<file path="config.mk">
export PLATFORM = sky130hd
export DESIGN_NAME = hsv_range_pixel_key
export DESIGN_NICKNAME = d
export VERILOG_FILES = /design/src/rtl/hrk_pkg.sv /design/src/rtl/hrk_front.sv /design/src/rtl/hrk_div_pipe.sv /design/src/rtl/hrk_match.sv /design/src/rtl/hsv_range_pixel_key.sv
export SDC_FILE = /design/constraint.sdc
export NUM_CORES = 1
export LEC_CHECK = 0
export BUFFER_PORTS_ARGS = -buffer_cell sky130_fd_sc_hd__buf_2
export CORE_AREA = 3 3 281 283
export DETAILED_ROUTE_END_ITERATION = 8
export DIE_AREA = 0 0 284 286
export PLACE_DENSITY = 0.78
export SLEW_MARGIN = 20
export SYNTH_ARGS = -nofsm -noshare
export SYNTH_HDL_FRONTEND = slang
export SYNTH_SLANG_ARGS = --single-unit
</file>
<file path="constraint.sdc">
create_clock -name aclk -period 15.4 [get_ports aclk]
set_input_delay 4.62 -clock aclk [delete_from_list [all_inputs] [get_ports aclk]]
set_output_delay 4.62 -clock aclk [all_outputs]
set_load 0.005 [all_outputs]
</file>
<file path="src/rtl/hrk_pkg.sv">
`timescale 1ns / 1ps
// ----------------------------------------------------------------------------
// hrk_pkg
// Shared types, widths and constants of the HSV range pixel key.
// ----------------------------------------------------------------------------
package hrk_pkg;

    localparam int CH_W     = 8;
    localparam int QUO_W    = 7;
    localparam int DVD_W    = QUO_W + CH_W;
    localparam int HUE_W    = 10;
    localparam int BASE_W   = 9;
    localparam int PCT_W    = 7;
    localparam int FILL_W   = 25;
    localparam int COLOR_W  = 3 * CH_W;
    localparam int ADDR_W   = 5;
    localparam int DATA_W   = 32;

    localparam int FILL_EN_BIT = 24;

    localparam logic [HUE_W-1:0]  HUE_FULL    = 10'd360;
    localparam logic [BASE_W-1:0] HUE_HALF    = 9'd180;
    localparam logic [BASE_W-1:0] HUE_RED     = 9'd0;
    localparam logic [BASE_W-1:0] HUE_RED_NEG = 9'd360;
    localparam logic [BASE_W-1:0] HUE_GREEN   = 9'd120;
    localparam logic [BASE_W-1:0] HUE_BLUE    = 9'd240;
    localparam logic [DVD_W-1:0]  HUE_MUL     = 15'd60;
    localparam logic [DVD_W-1:0]  PCT_MUL     = 15'd100;
    localparam logic [PCT_W-1:0]  PCT_MAX     = 7'd100;
    localparam logic [QUO_W-1:0]  HUE_Q_MAX   = 7'd60;

    typedef enum logic [2:0] {
        REG_HUE_LOW    = 3'd0,
        REG_HUE_HIGH   = 3'd1,
        REG_SAT_LOW    = 3'd2,
        REG_SAT_HIGH   = 3'd3,
        REG_VAL_LOW    = 3'd4,
        REG_VAL_HIGH   = 3'd5,
        REG_MATCH_FILL = 3'd6,
        REG_MISS_FILL  = 3'd7
    } reg_idx_t;

    typedef struct packed {
        logic [HUE_W-1:0]  hue_low;
        logic [HUE_W-1:0]  hue_high;
        logic [PCT_W-1:0]  sat_low;
        logic [PCT_W-1:0]  sat_high;
        logic [PCT_W-1:0]  val_low;
        logic [PCT_W-1:0]  val_high;
        logic [FILL_W-1:0] match_fill;
        logic [FILL_W-1:0] miss_fill;
    } cfg_t;

    typedef struct packed {
        logic [CH_W-1:0]   red;
        logic [CH_W-1:0]   green;
        logic [CH_W-1:0]   blue;
        logic [BASE_W-1:0] base;
        logic              neg;
        logic              gray;
        logic [PCT_W-1:0]  val;
    } pix_side_t;

endpackage

</file>
<file path="src/rtl/hrk_front.sv">
`timescale 1ns / 1ps
// ----------------------------------------------------------------------------
// hrk_front
// Finds the largest and smallest channel, the hue sector and its offset,
// the value percent, and the two dividends and divisors for the divider.
// ----------------------------------------------------------------------------
module hrk_front (
    input  logic                        aclk,
    input  logic                        aresetn,
    input  logic                        in_valid,
    output logic                        in_ready,
    input  logic [hrk_pkg::CH_W-1:0]    in_red,
    input  logic [hrk_pkg::CH_W-1:0]    in_green,
    input  logic [hrk_pkg::CH_W-1:0]    in_blue,
    output logic                        out_valid,
    input  logic                        out_ready,
    output hrk_pkg::pix_side_t          out_side,
    output logic [hrk_pkg::DVD_W-1:0]   out_hue_dvd,
    output logic [hrk_pkg::CH_W-1:0]    out_hue_dsor,
    output logic [hrk_pkg::DVD_W-1:0]   out_sat_dvd,
    output logic [hrk_pkg::CH_W-1:0]    out_sat_dsor
);

    logic                      valid_reg;
    hrk_pkg::pix_side_t        side_reg, side_next;
    logic [hrk_pkg::DVD_W-1:0] hue_dvd_reg, hue_dvd_next;
    logic [hrk_pkg::CH_W-1:0]  hue_dsor_reg, hue_dsor_next;
    logic [hrk_pkg::DVD_W-1:0] sat_dvd_reg, sat_dvd_next;
    logic [hrk_pkg::CH_W-1:0]  sat_dsor_reg, sat_dsor_next;

    logic [hrk_pkg::CH_W-1:0]   mx, mn, d, a, c, y;
    logic [hrk_pkg::BASE_W-1:0] base;
    logic                       red_max;
    logic [hrk_pkg::DVD_W-1:0]  val_prod, val_sum;

    assign in_ready = !valid_reg || out_ready;

    always_comb begin
        mx = in_red;
        mn = in_red;
        if (in_green > mx) mx = in_green;
        if (in_blue > mx) mx = in_blue;
        if (in_green < mn) mn = in_green;
        if (in_blue < mn) mn = in_blue;
        d = mx - mn;

        red_max = 1'b0;
        priority if (in_red >= in_green && in_red >= in_blue) begin
            a       = in_green;
            c       = in_blue;
            base    = hrk_pkg::HUE_RED;
            red_max = 1'b1;
        end else if (in_green >= in_blue) begin
            a    = in_blue;
            c    = in_red;
            base = hrk_pkg::HUE_GREEN;
        end else begin
            a    = in_red;
            c    = in_green;
            base = hrk_pkg::HUE_BLUE;
        end

        // Floor of x/255 for x below 65536 is (x + (x >> 8) + 1) >> 8.
        val_prod = hrk_pkg::DVD_W'(mx) * hrk_pkg::PCT_MUL;
        val_sum  = val_prod + (val_prod >> 8) + hrk_pkg::DVD_W'(1);

        side_next.red   = in_red;
        side_next.green = in_green;
        side_next.blue  = in_blue;
        side_next.neg   = (a < c);
        side_next.gray  = (d == '0);
        side_next.base  = (side_next.neg && red_max) ? hrk_pkg::HUE_RED_NEG : base;
        side_next.val   = val_sum[8 +: hrk_pkg::PCT_W];

        y             = side_next.neg ? (c - a) : (a - c);
        hue_dvd_next  = hrk_pkg::DVD_W'(y) * hrk_pkg::HUE_MUL;
        hue_dsor_next = d;
        sat_dvd_next  = hrk_pkg::DVD_W'(d) * hrk_pkg::PCT_MUL;
        sat_dsor_next = mx;
    end

    always_ff @(posedge aclk) begin
        if (!aresetn) begin
            valid_reg <= 1'b0;
        end else if (in_ready) begin
            valid_reg <= in_valid;
        end
    end

    always_ff @(posedge aclk) begin
        if (in_ready && in_valid) begin
            side_reg     <= side_next;
            hue_dvd_reg  <= hue_dvd_next;
            hue_dsor_reg <= hue_dsor_next;
            sat_dvd_reg  <= sat_dvd_next;
            sat_dsor_reg <= sat_dsor_next;
        end
    end

    assign out_valid    = valid_reg;
    assign out_side     = side_reg;
    assign out_hue_dvd  = hue_dvd_reg;
    assign out_hue_dsor = hue_dsor_reg;
    assign out_sat_dvd  = sat_dvd_reg;
    assign out_sat_dsor = sat_dsor_reg;

endmodule

</file>
<file path="src/rtl/hrk_div_pipe.sv">
`timescale 1ns / 1ps
// ----------------------------------------------------------------------------
// hrk_div_pipe
// Two restoring dividers side by side, one quotient bit per stage, with a
// side band that travels along. Each stage has its own valid bit.
// ----------------------------------------------------------------------------
module hrk_div_pipe #(
    parameter int QW = hrk_pkg::QUO_W,
    parameter int DW = hrk_pkg::CH_W,
    parameter int SW = $bits(hrk_pkg::pix_side_t)
) (
    input  logic            aclk,
    input  logic            aresetn,
    input  logic            in_valid,
    output logic            in_ready,
    input  logic [SW-1:0]   in_side,
    input  logic [QW+DW-1:0] in_a_dvd,
    input  logic [DW-1:0]   in_a_dsor,
    input  logic [QW+DW-1:0] in_b_dvd,
    input  logic [DW-1:0]   in_b_dsor,
    output logic            out_valid,
    input  logic            out_ready,
    output logic [SW-1:0]   out_side,
    output logic [QW-1:0]   out_a_quo,
    output logic            out_a_rem_nz,
    output logic [QW-1:0]   out_b_quo
);

    localparam int NW = QW + DW;

    logic          valid_reg  [QW];
    logic [NW-1:0] a_rem_reg  [QW];
    logic [NW-1:0] b_rem_reg  [QW];
    logic [DW-1:0] a_dsor_reg [QW];
    logic [DW-1:0] b_dsor_reg [QW];
    logic [QW-1:0] a_quo_reg  [QW];
    logic [QW-1:0] b_quo_reg  [QW];
    logic [SW-1:0] side_reg   [QW];

    logic          valid_src  [QW];
    logic [NW-1:0] a_rem_src  [QW];
    logic [NW-1:0] b_rem_src  [QW];
    logic [DW-1:0] a_dsor_src [QW];
    logic [DW-1:0] b_dsor_src [QW];
    logic [QW-1:0] a_quo_src  [QW];
    logic [QW-1:0] b_quo_src  [QW];
    logic [SW-1:0] side_src   [QW];

    logic          rdy [QW+1];

    assign rdy[QW]  = out_ready;
    assign in_ready = rdy[0];

    for (genvar k = 0; k < QW; k++) begin : g_stage
        localparam int BIT = QW - 1 - k;

        logic [NW-1:0] a_sub, b_sub;
        logic          a_ge, b_ge;
        logic [NW-1:0] a_rem_next, b_rem_next;
        logic [QW-1:0] a_quo_next, b_quo_next;

        if (k == 0) begin : g_head
            assign valid_src[k]  = in_valid;
            assign a_rem_src[k]  = in_a_dvd;
            assign b_rem_src[k]  = in_b_dvd;
            assign a_dsor_src[k] = in_a_dsor;
            assign b_dsor_src[k] = in_b_dsor;
            assign a_quo_src[k]  = '0;
            assign b_quo_src[k]  = '0;
            assign side_src[k]   = in_side;
        end else begin : g_link
            assign valid_src[k]  = valid_reg[k-1];
            assign a_rem_src[k]  = a_rem_reg[k-1];
            assign b_rem_src[k]  = b_rem_reg[k-1];
            assign a_dsor_src[k] = a_dsor_reg[k-1];
            assign b_dsor_src[k] = b_dsor_reg[k-1];
            assign a_quo_src[k]  = a_quo_reg[k-1];
            assign b_quo_src[k]  = b_quo_reg[k-1];
            assign side_src[k]   = side_reg[k-1];
        end

        assign rdy[k] = !valid_reg[k] || rdy[k+1];

        always_comb begin
            a_sub      = NW'(a_dsor_src[k]) << BIT;
            b_sub      = NW'(b_dsor_src[k]) << BIT;
            a_ge       = (a_rem_src[k] >= a_sub);
            b_ge       = (b_rem_src[k] >= b_sub);
            a_rem_next = a_ge ? (a_rem_src[k] - a_sub) : a_rem_src[k];
            b_rem_next = b_ge ? (b_rem_src[k] - b_sub) : b_rem_src[k];
            a_quo_next = a_quo_src[k] | (QW'(a_ge) << BIT);
            b_quo_next = b_quo_src[k] | (QW'(b_ge) << BIT);
        end

        always_ff @(posedge aclk) begin
            if (!aresetn) begin
                valid_reg[k] <= 1'b0;
            end else if (rdy[k]) begin
                valid_reg[k] <= valid_src[k];
            end
        end

        always_ff @(posedge aclk) begin
            if (rdy[k] && valid_src[k]) begin
                a_rem_reg[k]  <= a_rem_next;
                b_rem_reg[k]  <= b_rem_next;
                a_dsor_reg[k] <= a_dsor_src[k];
                b_dsor_reg[k] <= b_dsor_src[k];
                a_quo_reg[k]  <= a_quo_next;
                b_quo_reg[k]  <= b_quo_next;
                side_reg[k]   <= side_src[k];
            end
        end
    end

    assign out_valid    = valid_reg[QW-1];
    assign out_side     = side_reg[QW-1];
    assign out_a_quo    = a_quo_reg[QW-1];
    assign out_a_rem_nz = |a_rem_reg[QW-1];
    assign out_b_quo    = b_quo_reg[QW-1];

endmodule

</file>
<file path="src/rtl/hrk_match.sv">
`timescale 1ns / 1ps
// ----------------------------------------------------------------------------
// hrk_match
// Builds hue and saturation from the quotients, applies the hue wrap, checks
// the three ranges and selects the fill color or the original pixel.
// ----------------------------------------------------------------------------
module hrk_match (
    input  logic                        aclk,
    input  logic                        aresetn,
    input  hrk_pkg::cfg_t               cfg,
    input  logic                        in_valid,
    output logic                        in_ready,
    input  hrk_pkg::pix_side_t          in_side,
    input  logic [hrk_pkg::QUO_W-1:0]   in_hue_q,
    input  logic                        in_hue_rem_nz,
    input  logic [hrk_pkg::QUO_W-1:0]   in_sat_q,
    output logic                        out_valid,
    input  logic                        out_ready,
    output logic [hrk_pkg::COLOR_W-1:0] out_color,
    output logic                        out_in_range
);

    logic                         hsv_valid_reg;
    logic [hrk_pkg::HUE_W-1:0]    hue_reg, hue_next;
    logic [hrk_pkg::PCT_W-1:0]    sat_reg, sat_next;
    logic [hrk_pkg::PCT_W-1:0]    val_reg;
    logic [hrk_pkg::COLOR_W-1:0]  pix_reg;
    logic                         hsv_ready;

    logic                         res_valid_reg;
    logic [hrk_pkg::COLOR_W-1:0]  color_reg, color_next;
    logic                         hit_reg, hit_next;

    logic [hrk_pkg::BASE_W-1:0]   hue_raw;
    logic [hrk_pkg::FILL_W-1:0]   fill;

    assign hsv_ready = !res_valid_reg || out_ready;
    assign in_ready  = !hsv_valid_reg || hsv_ready;

    always_comb begin
        if (in_side.gray) begin
            hue_raw = '0;
        end else if (in_side.neg) begin
            hue_raw = in_side.base - hrk_pkg::BASE_W'(in_hue_q)
                    - hrk_pkg::BASE_W'(in_hue_rem_nz);
        end else begin
            hue_raw = in_side.base + hrk_pkg::BASE_W'(in_hue_q);
        end
        hue_next = hrk_pkg::HUE_W'(hue_raw);
        if (cfg.hue_high > hrk_pkg::HUE_FULL && hue_raw < hrk_pkg::HUE_HALF) begin
            hue_next = hrk_pkg::HUE_W'(hue_raw) + hrk_pkg::HUE_FULL;
        end
        sat_next = in_side.gray ? '0 : in_sat_q;
    end

    always_comb begin
        hit_next = (cfg.hue_low <= hue_reg) && (hue_reg <= cfg.hue_high)
                && (cfg.sat_low <= sat_reg) && (sat_reg <= cfg.sat_high)
                && (cfg.val_low <= val_reg) && (val_reg <= cfg.val_high);
        fill = hit_next ? cfg.match_fill : cfg.miss_fill;
        color_next = fill[hrk_pkg::FILL_EN_BIT] ? fill[hrk_pkg::COLOR_W-1:0] : pix_reg;
    end

    always_ff @(posedge aclk) begin
        if (!aresetn) begin
            hsv_valid_reg <= 1'b0;
            res_valid_reg <= 1'b0;
        end else begin
            if (in_ready) begin
                hsv_valid_reg <= in_valid;
            end
            if (hsv_ready) begin
                res_valid_reg <= hsv_valid_reg;
            end
        end
    end

    always_ff @(posedge aclk) begin
        if (in_ready && in_valid) begin
            hue_reg <= hue_next;
            sat_reg <= sat_next;
            val_reg <= in_side.val;
            pix_reg <= {in_side.red, in_side.green, in_side.blue};
        end
        if (hsv_ready && hsv_valid_reg) begin
            color_reg <= color_next;
            hit_reg   <= hit_next;
        end
    end

    assign out_valid    = res_valid_reg;
    assign out_color    = color_reg;
    assign out_in_range = hit_reg;

endmodule

</file>
<file path="src/rtl/hsv_range_pixel_key.sv">
`timescale 1ns / 1ps
// ----------------------------------------------------------------------------
// hsv_range_pixel_key
// Converts each pixel to hue, saturation and value, keys it against three
// programmable ranges and replaces it with a match or miss fill color.
//
// Channel   Direction  Word
// s_*       in         tdata[23:0] = blue, green, red
// m_*       out        tdata[23:0] = blue, green, red; tuser[0] = in range
// APB       in/out     eight registers at byte address 4*i
//
// One word per cycle is accepted and delivered while m_tready is high; the
// pipeline has one front stage, seven divider stages (one quotient bit each)
// and two stages for the range check and fill. Every stage has its own valid
// bit, so a stall at m_tready fills the empty stages before s_tready drops.
// Reset is synchronous, clears the pipeline and loads the register defaults.
// ----------------------------------------------------------------------------
module hsv_range_pixel_key (
    input  logic                         aclk,
    input  logic                         aresetn,

    input  logic                         s_tvalid,
    output logic                         s_tready,
    input  logic [23:0]                  s_tdata,   // blue, green, red
    output logic                         m_tvalid,
    input  logic                         m_tready,
    output logic [23:0]                  m_tdata,   // res_blue, res_green, res_red
    output logic [0:0]                   m_tuser,   // in_range

    input  logic                         psel,
    input  logic                         penable,
    input  logic                         pwrite,
    input  logic [hrk_pkg::ADDR_W-1:0]   paddr,
    input  logic [hrk_pkg::DATA_W-1:0]   pwdata,
    output logic [hrk_pkg::DATA_W-1:0]   prdata,
    output logic                         pready
);

    hrk_pkg::cfg_t               cfg_reg, cfg_next;
    hrk_pkg::reg_idx_t           reg_idx;
    logic                        cfg_write;

    logic                        front_valid, front_ready;
    hrk_pkg::pix_side_t          front_side;
    logic [hrk_pkg::DVD_W-1:0]   front_hue_dvd, front_sat_dvd;
    logic [hrk_pkg::CH_W-1:0]    front_hue_dsor, front_sat_dsor;

    logic                        div_valid, div_ready;
    logic [$bits(hrk_pkg::pix_side_t)-1:0] div_side_bits;
    hrk_pkg::pix_side_t          div_side;
    logic [hrk_pkg::QUO_W-1:0]   div_hue_q, div_sat_q;
    logic                        div_hue_rem_nz;

    logic [hrk_pkg::COLOR_W-1:0] res_color;
    logic                        res_in_range;

    assign pready    = 1'b1;
    assign reg_idx   = hrk_pkg::reg_idx_t'(paddr[hrk_pkg::ADDR_W-1:2]);
    assign cfg_write = psel && penable && pwrite && pready;

    always_comb begin
        cfg_next = cfg_reg;
        if (cfg_write) begin
            unique case (reg_idx)
                hrk_pkg::REG_HUE_LOW:    cfg_next.hue_low    = pwdata[hrk_pkg::HUE_W-1:0];
                hrk_pkg::REG_HUE_HIGH:   cfg_next.hue_high   = pwdata[hrk_pkg::HUE_W-1:0];
                hrk_pkg::REG_SAT_LOW:    cfg_next.sat_low    = pwdata[hrk_pkg::PCT_W-1:0];
                hrk_pkg::REG_SAT_HIGH:   cfg_next.sat_high   = pwdata[hrk_pkg::PCT_W-1:0];
                hrk_pkg::REG_VAL_LOW:    cfg_next.val_low    = pwdata[hrk_pkg::PCT_W-1:0];
                hrk_pkg::REG_VAL_HIGH:   cfg_next.val_high   = pwdata[hrk_pkg::PCT_W-1:0];
                hrk_pkg::REG_MATCH_FILL: cfg_next.match_fill = pwdata[hrk_pkg::FILL_W-1:0];
                hrk_pkg::REG_MISS_FILL:  cfg_next.miss_fill  = pwdata[hrk_pkg::FILL_W-1:0];
                default:                 cfg_next = cfg_reg;
            endcase
        end
    end

    always_comb begin
        unique case (reg_idx)
            hrk_pkg::REG_HUE_LOW:    prdata = hrk_pkg::DATA_W'(cfg_reg.hue_low);
            hrk_pkg::REG_HUE_HIGH:   prdata = hrk_pkg::DATA_W'(cfg_reg.hue_high);
            hrk_pkg::REG_SAT_LOW:    prdata = hrk_pkg::DATA_W'(cfg_reg.sat_low);
            hrk_pkg::REG_SAT_HIGH:   prdata = hrk_pkg::DATA_W'(cfg_reg.sat_high);
            hrk_pkg::REG_VAL_LOW:    prdata = hrk_pkg::DATA_W'(cfg_reg.val_low);
            hrk_pkg::REG_VAL_HIGH:   prdata = hrk_pkg::DATA_W'(cfg_reg.val_high);
            hrk_pkg::REG_MATCH_FILL: prdata = hrk_pkg::DATA_W'(cfg_reg.match_fill);
            hrk_pkg::REG_MISS_FILL:  prdata = hrk_pkg::DATA_W'(cfg_reg.miss_fill);
            default:                 prdata = '0;
        endcase
    end

    always_ff @(posedge aclk) begin
        if (!aresetn) begin
            cfg_reg.hue_low    <= '0;
            cfg_reg.hue_high   <= hrk_pkg::HUE_FULL;
            cfg_reg.sat_low    <= '0;
            cfg_reg.sat_high   <= hrk_pkg::PCT_MAX;
            cfg_reg.val_low    <= '0;
            cfg_reg.val_high   <= hrk_pkg::PCT_MAX;
            cfg_reg.match_fill <= '0;
            cfg_reg.miss_fill  <= '0;
        end else begin
            cfg_reg <= cfg_next;
        end
    end

    hrk_front u_front (
        .aclk         (aclk),
        .aresetn      (aresetn),
        .in_valid     (s_tvalid),
        .in_ready     (s_tready),
        .in_red       (s_tdata[23:16]),
        .in_green     (s_tdata[15:8]),
        .in_blue      (s_tdata[7:0]),
        .out_valid    (front_valid),
        .out_ready    (front_ready),
        .out_side     (front_side),
        .out_hue_dvd  (front_hue_dvd),
        .out_hue_dsor (front_hue_dsor),
        .out_sat_dvd  (front_sat_dvd),
        .out_sat_dsor (front_sat_dsor)
    );

    hrk_div_pipe #(
        .QW (hrk_pkg::QUO_W),
        .DW (hrk_pkg::CH_W),
        .SW ($bits(hrk_pkg::pix_side_t))
    ) u_div (
        .aclk         (aclk),
        .aresetn      (aresetn),
        .in_valid     (front_valid),
        .in_ready     (front_ready),
        .in_side      (front_side),
        .in_a_dvd     (front_hue_dvd),
        .in_a_dsor    (front_hue_dsor),
        .in_b_dvd     (front_sat_dvd),
        .in_b_dsor    (front_sat_dsor),
        .out_valid    (div_valid),
        .out_ready    (div_ready),
        .out_side     (div_side_bits),
        .out_a_quo    (div_hue_q),
        .out_a_rem_nz (div_hue_rem_nz),
        .out_b_quo    (div_sat_q)
    );

    assign div_side = hrk_pkg::pix_side_t'(div_side_bits);

    hrk_match u_match (
        .aclk          (aclk),
        .aresetn       (aresetn),
        .cfg           (cfg_reg),
        .in_valid      (div_valid),
        .in_ready      (div_ready),
        .in_side       (div_side),
        .in_hue_q      (div_hue_q),
        .in_hue_rem_nz (div_hue_rem_nz),
        .in_sat_q      (div_sat_q),
        .out_valid     (m_tvalid),
        .out_ready     (m_tready),
        .out_color     (res_color),
        .out_in_range  (res_in_range)
    );

    assign m_tdata    = res_color;
    assign m_tuser[0] = res_in_range;

    // The input side only stalls when every stage is full and the output waits.
    a_stall_only_when_full: assert property (@(posedge aclk) disable iff (!aresetn)
        !s_tready |-> (m_tvalid && !m_tready))
        else $error("input stalled while the pipeline has room");

    // Saturation is d/max with d never above max, so at most 100.
    a_sat_bound: assert property (@(posedge aclk) disable iff (!aresetn)
        (div_valid && !div_side.gray) |-> (div_sat_q <= hrk_pkg::PCT_MAX))
        else $error("saturation quotient out of range");

    // The hue fraction is 60*y/d with y never above d, so at most 60.
    a_hue_bound: assert property (@(posedge aclk) disable iff (!aresetn)
        (div_valid && !div_side.gray) |-> (div_hue_q <= hrk_pkg::HUE_Q_MAX))
        else $error("hue quotient out of range");

endmodule

</file>
==> results by group, run 1 <==
Place
  • Final GP Congestion: 0.903
  • Number of port buffers: between 100 and 150
  • Placed cells: 4478
  • Detail Placement HPWL: between 50000 and 60000 um

Drt
  • Via count: about 25000
  • Post-Route WL: ~78000 um
  • Drt wl/cell: ~17 um
  • Initial DRT Pass Iterations: 5
  • Initial DRC Count: roughly 1900
  • DRT antenna net count: 0
  • Via-to-Cell Ratio: 5.45
  • DRC Markers: 0

Logic synthesis
  • Synthesized area: ~0.041 mm2
  • Register bit total from synthesis: between 800 and 900
  • Post-synth EDFFs: 737
  • Cells after Synth: approximately 3400
  • Mapped Avg Cell Area: 12.1 um2
  • Ys Warns: 0
  • Synth cell types: between 70 and 80
  • Seq/Total Area, Yosys: 0.586
  • Top_reg_cell synth: edfxtp_1
  • Synth async-reset ratio: 0

Timing
  • Achievable Freq: 0.0770 GHz
  • Final Hold Fails: 0
  • Min Tclk post-route: 12.98 ns
  • Clock Skew: just under 0.04 ns
  • Setup_tns: 0 ns
  • Setup Viol. Count Final: 0
  • Slew Limit Fails: 0
  • Slew @ Worst Pin: 1.12 ns
  • Hold_ws: 0.398 ns
  • Unrepaired setup endpoints after global routing: no
  • Slew margin rel.: 0.254
  • Final critical-path share of the clock period: 0.843

Floorplan
  • Die Ht: between 200 and 300 um
  • Die span in x: 284 um
  • Initial core utilization: 0.536
  • IO Pins: about 130
  • Die area: 0.0812 mm2
  • Core area: slightly below 0.08 mm2
  • Row count: about 100

Worst setup path
  • Worst path max stage delay: between 0.8 and 0.9 ns
  • CP Class: in2reg
  • CP Data Required Time: between 15 and 20 ns
  • CP endpoint kind: flop
  • Startpoint Class: input pin
  • CP arrival: roughly 13 ns
  • Slowest-stage cell, CP: nor2_2
  • Crit Path Max Fanout: 26

Clock tree
  • Worst-skew pair later-pin latency: roughly 0.64 ns
  • Root Driver: clkbuf_16
  • Number of buffers created by CTS: 83
  • Post-CTS sizing: 0
  • CTS H-tree depth: 3
  • TritonCTS clock tree: yes
  • # clock sinks: around 840
  • Post-CTS Setup Repair Bufs: 0
  • Max Root-Sink Buffers: 3
  • Clock Pin Slew Worst Setup and Hold Paths: 0.06 ns
  • Hold_buf cts: 0

Worst hold path
  • Class of the worst hold path: reg2reg

Final layout
  • Area of the multi-input gates: 0.0154 mm2
  • P&R area growth vs syn: 11.0%
  • Fill cells: around 5800
  • Layout cell share with drive strength beyond 1: 0.0858
  • Finished Layout Cells: around 4600
  • Max reg flops: around 270
  • Final net count: just under 4000
  • Final core utilization: 0.595
  • FF/Latch Area: 0.0242 mm2
  • Ant diodes: 0

Global routing
  • Initial antenna violation count: 1
  • Pin count of the biggest net entering global routing: approximately 120
  • First-pass GRT wire length: around 130000 um
  • Global Route met3 Usage: 0.0253
  • Met1 usage: 0.236
  • Gr usage total: 0.191
  • Overflow after GRT: 0
  • Busiest grt layer: met2
  • GR Layer Usage met2: 0.338
  • Number of global-route vias before repair: approximately 25000

Run status
  • Status: finished clean

Power
  • Pwr/cell area: 172 mW/mm2
  • Leakage: around 18 nW
  • Peak VDD IR: about 0.20 mV
  • Tot Pwr: slightly below 8 mW

Run
  • # Max-Cap Violations: 0
## routing by layer
layer / part of all wire / vias to the layer above
met3: 0.044 / 190
met1: 0.42 / 12000
met4: 0.040 / 0
li1: - / 12400
met2: 0.49 / 614
met5: 0 / -
## cell families (layout without fill, tap and decap cells)
kind of cell / Yosys count / in the layout / synth area share
compound gates: 697 / 697 / 0.108
fa+ha+maj: 348 / 348 / 0.112
simple gates: 811 / 811 / 0.0943
other cells: 2 / 8 / 0.000182
flops: 839 / 839 / 0.586
buf+inv: 456 / 637 / 0.0424
mux: 96 / 96 / 0.0249
xor+xnor: 152 / 152 / 0.0323
## worst paths after layout
path	slack (ns)	to	from	cells past startpoint
worst min-delay path	0.40	u_div.side_reg[2][8]	u_div.side_reg[1][8]	0
worst max register to register	11.34	u_match.out_color[6]	u_match.val_reg[1]	14
worst max-delay path	2.42	u_front.out_hue_dvd[13]	s_tdata[17]	36
worst min register to register	0.40	u_div.side_reg[2][8]	u_div.side_reg[1][8]	0
## cells in the final DEF, fill, tap and decap left out, types with 15 or more instances in the layout
| master | count |
|---|---|
| edfxtp_1 | 737 |
| inv_1 | 353 |
| ha_1 | 312 |
| nand2_1 | 251 |
| a21oi_1 | 220 |
| nor2_1 | 209 |
| o21ai_0 | 133 |
| buf_2 | 110 |
| dfxtp_1 | 102 |
| xnor2_1 | 93 |
| a21boi_0 | 86 |
| clkbuf_16 | 83 |
| nor2b_1 | 80 |
| mux2i_1 | 80 |
| a21o_1 | 73 |
| xor2_1 | 59 |
| nand2b_1 | 48 |
| nand3_1 | 45 |
| fa_1 | 35 |
| nand4_1 | 34 |
| o22ai_1 | 34 |
| nor3_1 | 29 |
| o21a_1 | 28 |
| nor4_1 | 24 |
| buf_4 | 22 |
| clkinv_1 | 18 |
| o31ai_1 | 17 |
| o21bai_1 | 16 |
| o211ai_1 | 15 |
| and2_1 | 15 |
## stage by stage
step	worst slack [ns]	area [um2]
2_1_floorplan	2.13	41200
3_3_place_gp	1.95	42900
3_5_place_dp	1.82	42900
4_1_cts	2.46	45800
5_1_grt	1.61	45800
6_report	2.42	45800
## area by class of cell
type | instances | area share
Clock buffer | 97 | 0.0465
Clock inverter | 52 | 0.0148
Inverter | 355 | 0.0291
Multi-Input combinational cell | 2112 | 0.337
Sequential cell | 839 | 0.528
Tap cell | 1040 | 0.0284
Timing Repair Buffer | 133 | 0.0160
## cells in the mapped netlist, types with 8 or more instances
cell | count | area, um2
nor3_1 | 30 | 150
nand2_1 | 251 | 942
nor2b_1 | 84 | 526
buf_1 | 8 | 30.0
ha_1 | 312 | 3900
nor4_1 | 24 | 150
o21ai_0 | 133 | 666
or3_1 | 10 | 62.6
o21a_1 | 28 | 210
mux2_2 | 12 | 135
o22ai_1 | 34 | 213
mux2i_1 | 80 | 801
xor2_1 | 59 | 517
a21boi_0 | 88 | 661
a21oi_1 | 222 | 1110
clkbuf_1 | 84 | 315
nand3_1 | 45 | 225
buf_4 | 8 | 60.1
a221oi_1 | 9 | 78.8
edfxtp_1 | 737 | 22100
o211ai_1 | 15 | 113
a21o_1 | 73 | 548
xnor2_1 | 93 | 815
nand2b_1 | 48 | 300
a211oi_1 | 10 | 75.1
fa_1 | 35 | 701
a31oi_1 | 9 | 56.3
o21bai_1 | 16 | 120
nor2_1 | 210 | 788
and2_1 | 17 | 106
nand4_1 | 34 | 213
or2_2 | 12 | 75.1
inv_1 | 353 | 1330
dfxtp_1 | 102 | 2040
and3_1 | 12 | 75.1
o31ai_1 | 17 | 128
## report_power, final
part | internal, mW | total (mW) | leakage, nW | switching, mW
Sequential | 2.82 | 2.89 | 7.53 | 0.0773
Clock | 1.21 | 2.06 | 1.34 | 0.851
Combinational | 1.30 | 2.90 | 9.04 | 1.61
## critical path: cells and delay by family
kind	cells	cell delay (ns)
buffers and inverters	5	1.36
AND/OR/NAND/NOR	5	1.25
adder cells (fa/ha/maj)	5	2.02
AO/OA/AOI/OAI	18	3.50
XOR/XNOR	2	0.47
multiplexers	1	0.12
No activity file was read; power rests on OpenSTA's default activity.
==> run 2: changes to the inputs <==
- ABC_AREA: unset -> 1
- CORE_AREA: 3 3 281 283 -> 3 3 278 280
- DIE_AREA: 0 0 284 286 -> 0 0 281 283
- clock period: 15.4 -> 12.05 ns (I/O delays scaled with it)
==> run 2 against run 1 <==
Die area down 2.1%. Non-clock buffer count is 5 higher. Critical path type unchanged. Clock-buffer cell count increased by 7. Combinational power is 27% higher. Critical endpoint unchanged.
==> results by group, run 2 <==
Final layout
  • Layout cell share with drive strength beyond 1: 0.0800 (-0.00585)
  • Final instance area: 0.0450 mm2 (-1.7%)
  • FF/Latch Area: 0.0242 mm2 (unchanged)
  • Commonest non-fill, non-tap cell in the layout: edfxtp_1
  • P&R area growth vs syn: 11.1% (about the same)
  • Max reg flops: 266 (unchanged)
  • Fill cells: 5569 (-3.8%)
  • Final core utilization: 0.602 (+0.00729)
  • Area of the multi-input gates: 0.0141 mm2 (-8.6%)
  • Commonest non-fill, non-tap cells in the layout: edfxtp_1 (737), inv_1 (511), nand2_1 (491), nor2_1 (338), ha_1 (312)
  • Final net count: 4212 (+6.9%)

Run status
  • Status: finished clean

Timing
  • Setup Viol. Count Final: 0 (unchanged)
  • Final critical-path share of the clock period: 0.896
  • Final worst slack: 1.25 ns (-1.17 ns)
  • Hold_ws: 0.407 ns (+0.00854 ns)
  • Setup_tns: 0 ns (unchanged)
  • Final Hold Fails: 0 (unchanged)
  • Achievable Freq: ~0.09 GHz
  • Clock Skew: 0.0465 ns (+0.00760 ns)
  • Slew @ Worst Pin: 1.03 ns (-0.0876 ns)
  • Slew Limit Fails: 0 (unchanged)
  • Slew margin rel.: 0.312 (+0.0584)
  • Unrepaired setup endpoints after global routing: no
  • Min Tclk post-route: between 10 and 15 ns

Drt
  • Via-to-Cell Ratio: 5.39 (-0.95%)
  • Drt wl/cell: 16.7 um (-1.2%)
  • Top Layer Used: met4
  • Met2 WL: 40300 um (+4.3%)
  • Met3 wire len: 4280 um (+24%)
  • DRC Markers: 0 (unchanged)
  • Met1 WL: 33200 um (+1.0%)
  • Initial DRC Count: 1995 (+7.8%)
  • Post-Route WL: 80600 um (+3.1%)
  • Initial DRT Pass Iterations: 6 (+1)
  • DRT antenna net count: 0 (unchanged)
  • Via count: 26100 (+3.4%)

Worst setup path
  • CP Class: in2reg
  • Cell repeated most along the worst path: inv_1
  • Startpoint Class: input pin
  • CP endpoint kind: flop
  • CP Data Required Time: 12.43 ns (-3.35 ns)
  • Worst Path Buf+Inv: 9 (+4)
  • CP arrival: 11.18 ns (-2.18 ns)
  • Crit Path Max Fanout: 14 (-46%)
  • Worst path max stage delay: 0.54 ns (-0.30 ns)
  • Critical path's top delay family: compound AO/OA/AOI/OAI gates
  • Slowest-stage cell, CP: fa_1

Floorplan
  • Die Ht: 283 um (-1.0%)
  • Core area: 0.0747 mm2 (-2.9%)
  • Die span in x: 281 um (-1.1%)
  • Die area: 0.0795 mm2 (-2.1%)
  • Initial core utilization: 0.542 (+0.00624)
  • IO Pins: 128 (unchanged)
  • Row count: 100 (-2.0%)

Clock tree
  • Clock Pin Slew Worst Setup and Hold Paths: 0.06 ns (about the same)
  • Hold_buf cts: 0 (unchanged)
  • Post-CTS sizing: 0 (unchanged)
  • Root Driver: clkbuf_16
  • Max Root-Sink Buffers: 3 (unchanged)
  • Number of buffers created by CTS: 82 (-1.2%)
  • TritonCTS clock tree: yes
  • # clock sinks: 839 (unchanged)
  • CTS H-tree depth: 3 (unchanged)
  • Worst-skew pair later-pin latency: 0.64 ns (about the same)
  • Post-CTS Setup Repair Bufs: 0 (unchanged)

Logic synthesis
  • Cells after Synth: 3638 (+7.0%)
  • Seq/Total Area, Yosys: 0.597 (+0.0108)
  • Post-synth EDFFs: 737 (unchanged)
  • Register bit total from synthesis: 839 (unchanged)
  • Dominant cells by area after synthesis: edfxtp_1 (55%), ha_1 (9.6%), dfxtp_1 (5.0%)
  • Ys Warns: 0 (unchanged)
  • Commonest cells in the netlist: edfxtp_1 (737), inv_1 (517), nand2_1 (491)
  • Most common cell in the netlist: edfxtp_1
  • Synth async-reset ratio: 0 (unchanged)
  • Mapped Avg Cell Area: 11.1 um2 (-8.2%)
  • Post-synth top area cell: edfxtp_1
  • Top_reg_cell synth: edfxtp_1
  • Post-synth top area share: 0.547 (+0.00987)
  • Synthesized area: 0.0405 mm2 (-1.8%)
  • Synth cell types: 58 (-26%)

Place
  • Detail Placement HPWL: 54700 um (-0.29%)
  • Placed cell area: 0.0422 mm2 (-1.7%)
  • Final GP Congestion: 0.916 (+1.5%)
  • Number of port buffers: 110 (unchanged)
  • DP Worst Slack: 0.800 ns (-1.02 ns)

Global routing
  • Number of global-route vias before repair: 25600 (+2.1%)
  • First-pass GRT wire length: 130000 um (+3.0%)
  • Overflow after GRT: 0 (unchanged)
  • Initial antenna violation count: 1 (unchanged)
  • Gr usage total: 0.202 (+0.0106)
  • Pin count of the biggest net entering global routing: 91 (-21%)

Power
  • Pwr/cell area: 221 mW/mm2 (+29%)
  • Peak VDD IR: 0.322 mV (+61%)
  • Leakage: 18.3 nW (+2.3%)

Run
  • # Max-Cap Violations: 0 (unchanged)

Worst hold path
  • Class of the worst hold path: reg2reg
-- run 2: cell families (layout without fill, tap and decap cells) --
| group | count (synthesis) | in the layout | synth area share |
|---|---|---|---|
| and+or+nand+nor | 1049 | 1049 | 0.109 |
| buffers and inverters | 596 | 815 | 0.0565 |
| xor gates and xnor gates | 141 | 141 | 0.0305 |
| DFF | 839 | 839 | 0.597 |
| other | 2 | 9 | 0.000186 |
| adders and majority gates | 347 | 347 | 0.114 |
| AOI/OAI and AO/OA | 664 | 664 | 0.0933 |
-- run 2: worst paths after layout --
path / endpoint / depth (start not counted) / slack [ns] / from
max: u_front.out_hue_dvd[13] / 43 / 1.25 / s_tdata[1]
min: u_match.pix_reg[21] / 0 / 0.41 / u_div.side_reg[6][39]
max reg2reg: u_front.out_sat_dvd[11] / 18 / 7.49 / u_match.out_valid
min reg2reg: u_match.pix_reg[21] / 0 / 0.41 / u_div.side_reg[6][39]
-- run 2: cell type report --
type                            instances  share of cell area
Multi-Input combinational cell       2209               0.313
Inverter                              527              0.0440
Sequential cell                       839               0.538
Clock inverter                         46              0.0121
Clock buffer                          104              0.0488
Tap cell                              969              0.0270
Antenna cell                            1           0.0000556
Timing Repair Buffer                  138              0.0171
-- run 2: worst reg2reg max path, cell delays in order (launching register included) --
cell	delay (ns)
dfxtp_1	0.39
inv_1	0.05
nor2_1	0.42
inv_1	0.13
nor2_1	0.11
inv_1	0.07
nor2_1	0.15
inv_1	0.09
nor2_1	0.47
nand2_1	0.18
nor2_1	0.18
inv_1	0.10
nor2_1	0.17
inv_1	0.10
nor3_1	0.60
nand2_1	0.26
nand2_1	0.22
inv_2	0.04
buf_4	0.39
-- run 2: stage by stage --
step / cells / total power [mW]
floorplan: 3644 / 6.56
global placement: 4682 / 7.28
detailed placement: 4682 / 7.40
CTS: 4832 / 10.0
global route: 4833 / 10.7
finish: 4833 / 9.95
-- run 2: report_power, final --
part	internal (mW)	switching (mW)
sequential	3.61	0.103
clock	1.46	1.10
combinational	1.41	2.27
total	6.48	3.47
-- run 2: metal layers --
metal	GRT usage	up-vias
met5	0	-
met3	0.0261	206
met1	0.257	12200
met2	0.353	811
li1	-	12900
met4	0.0758	0
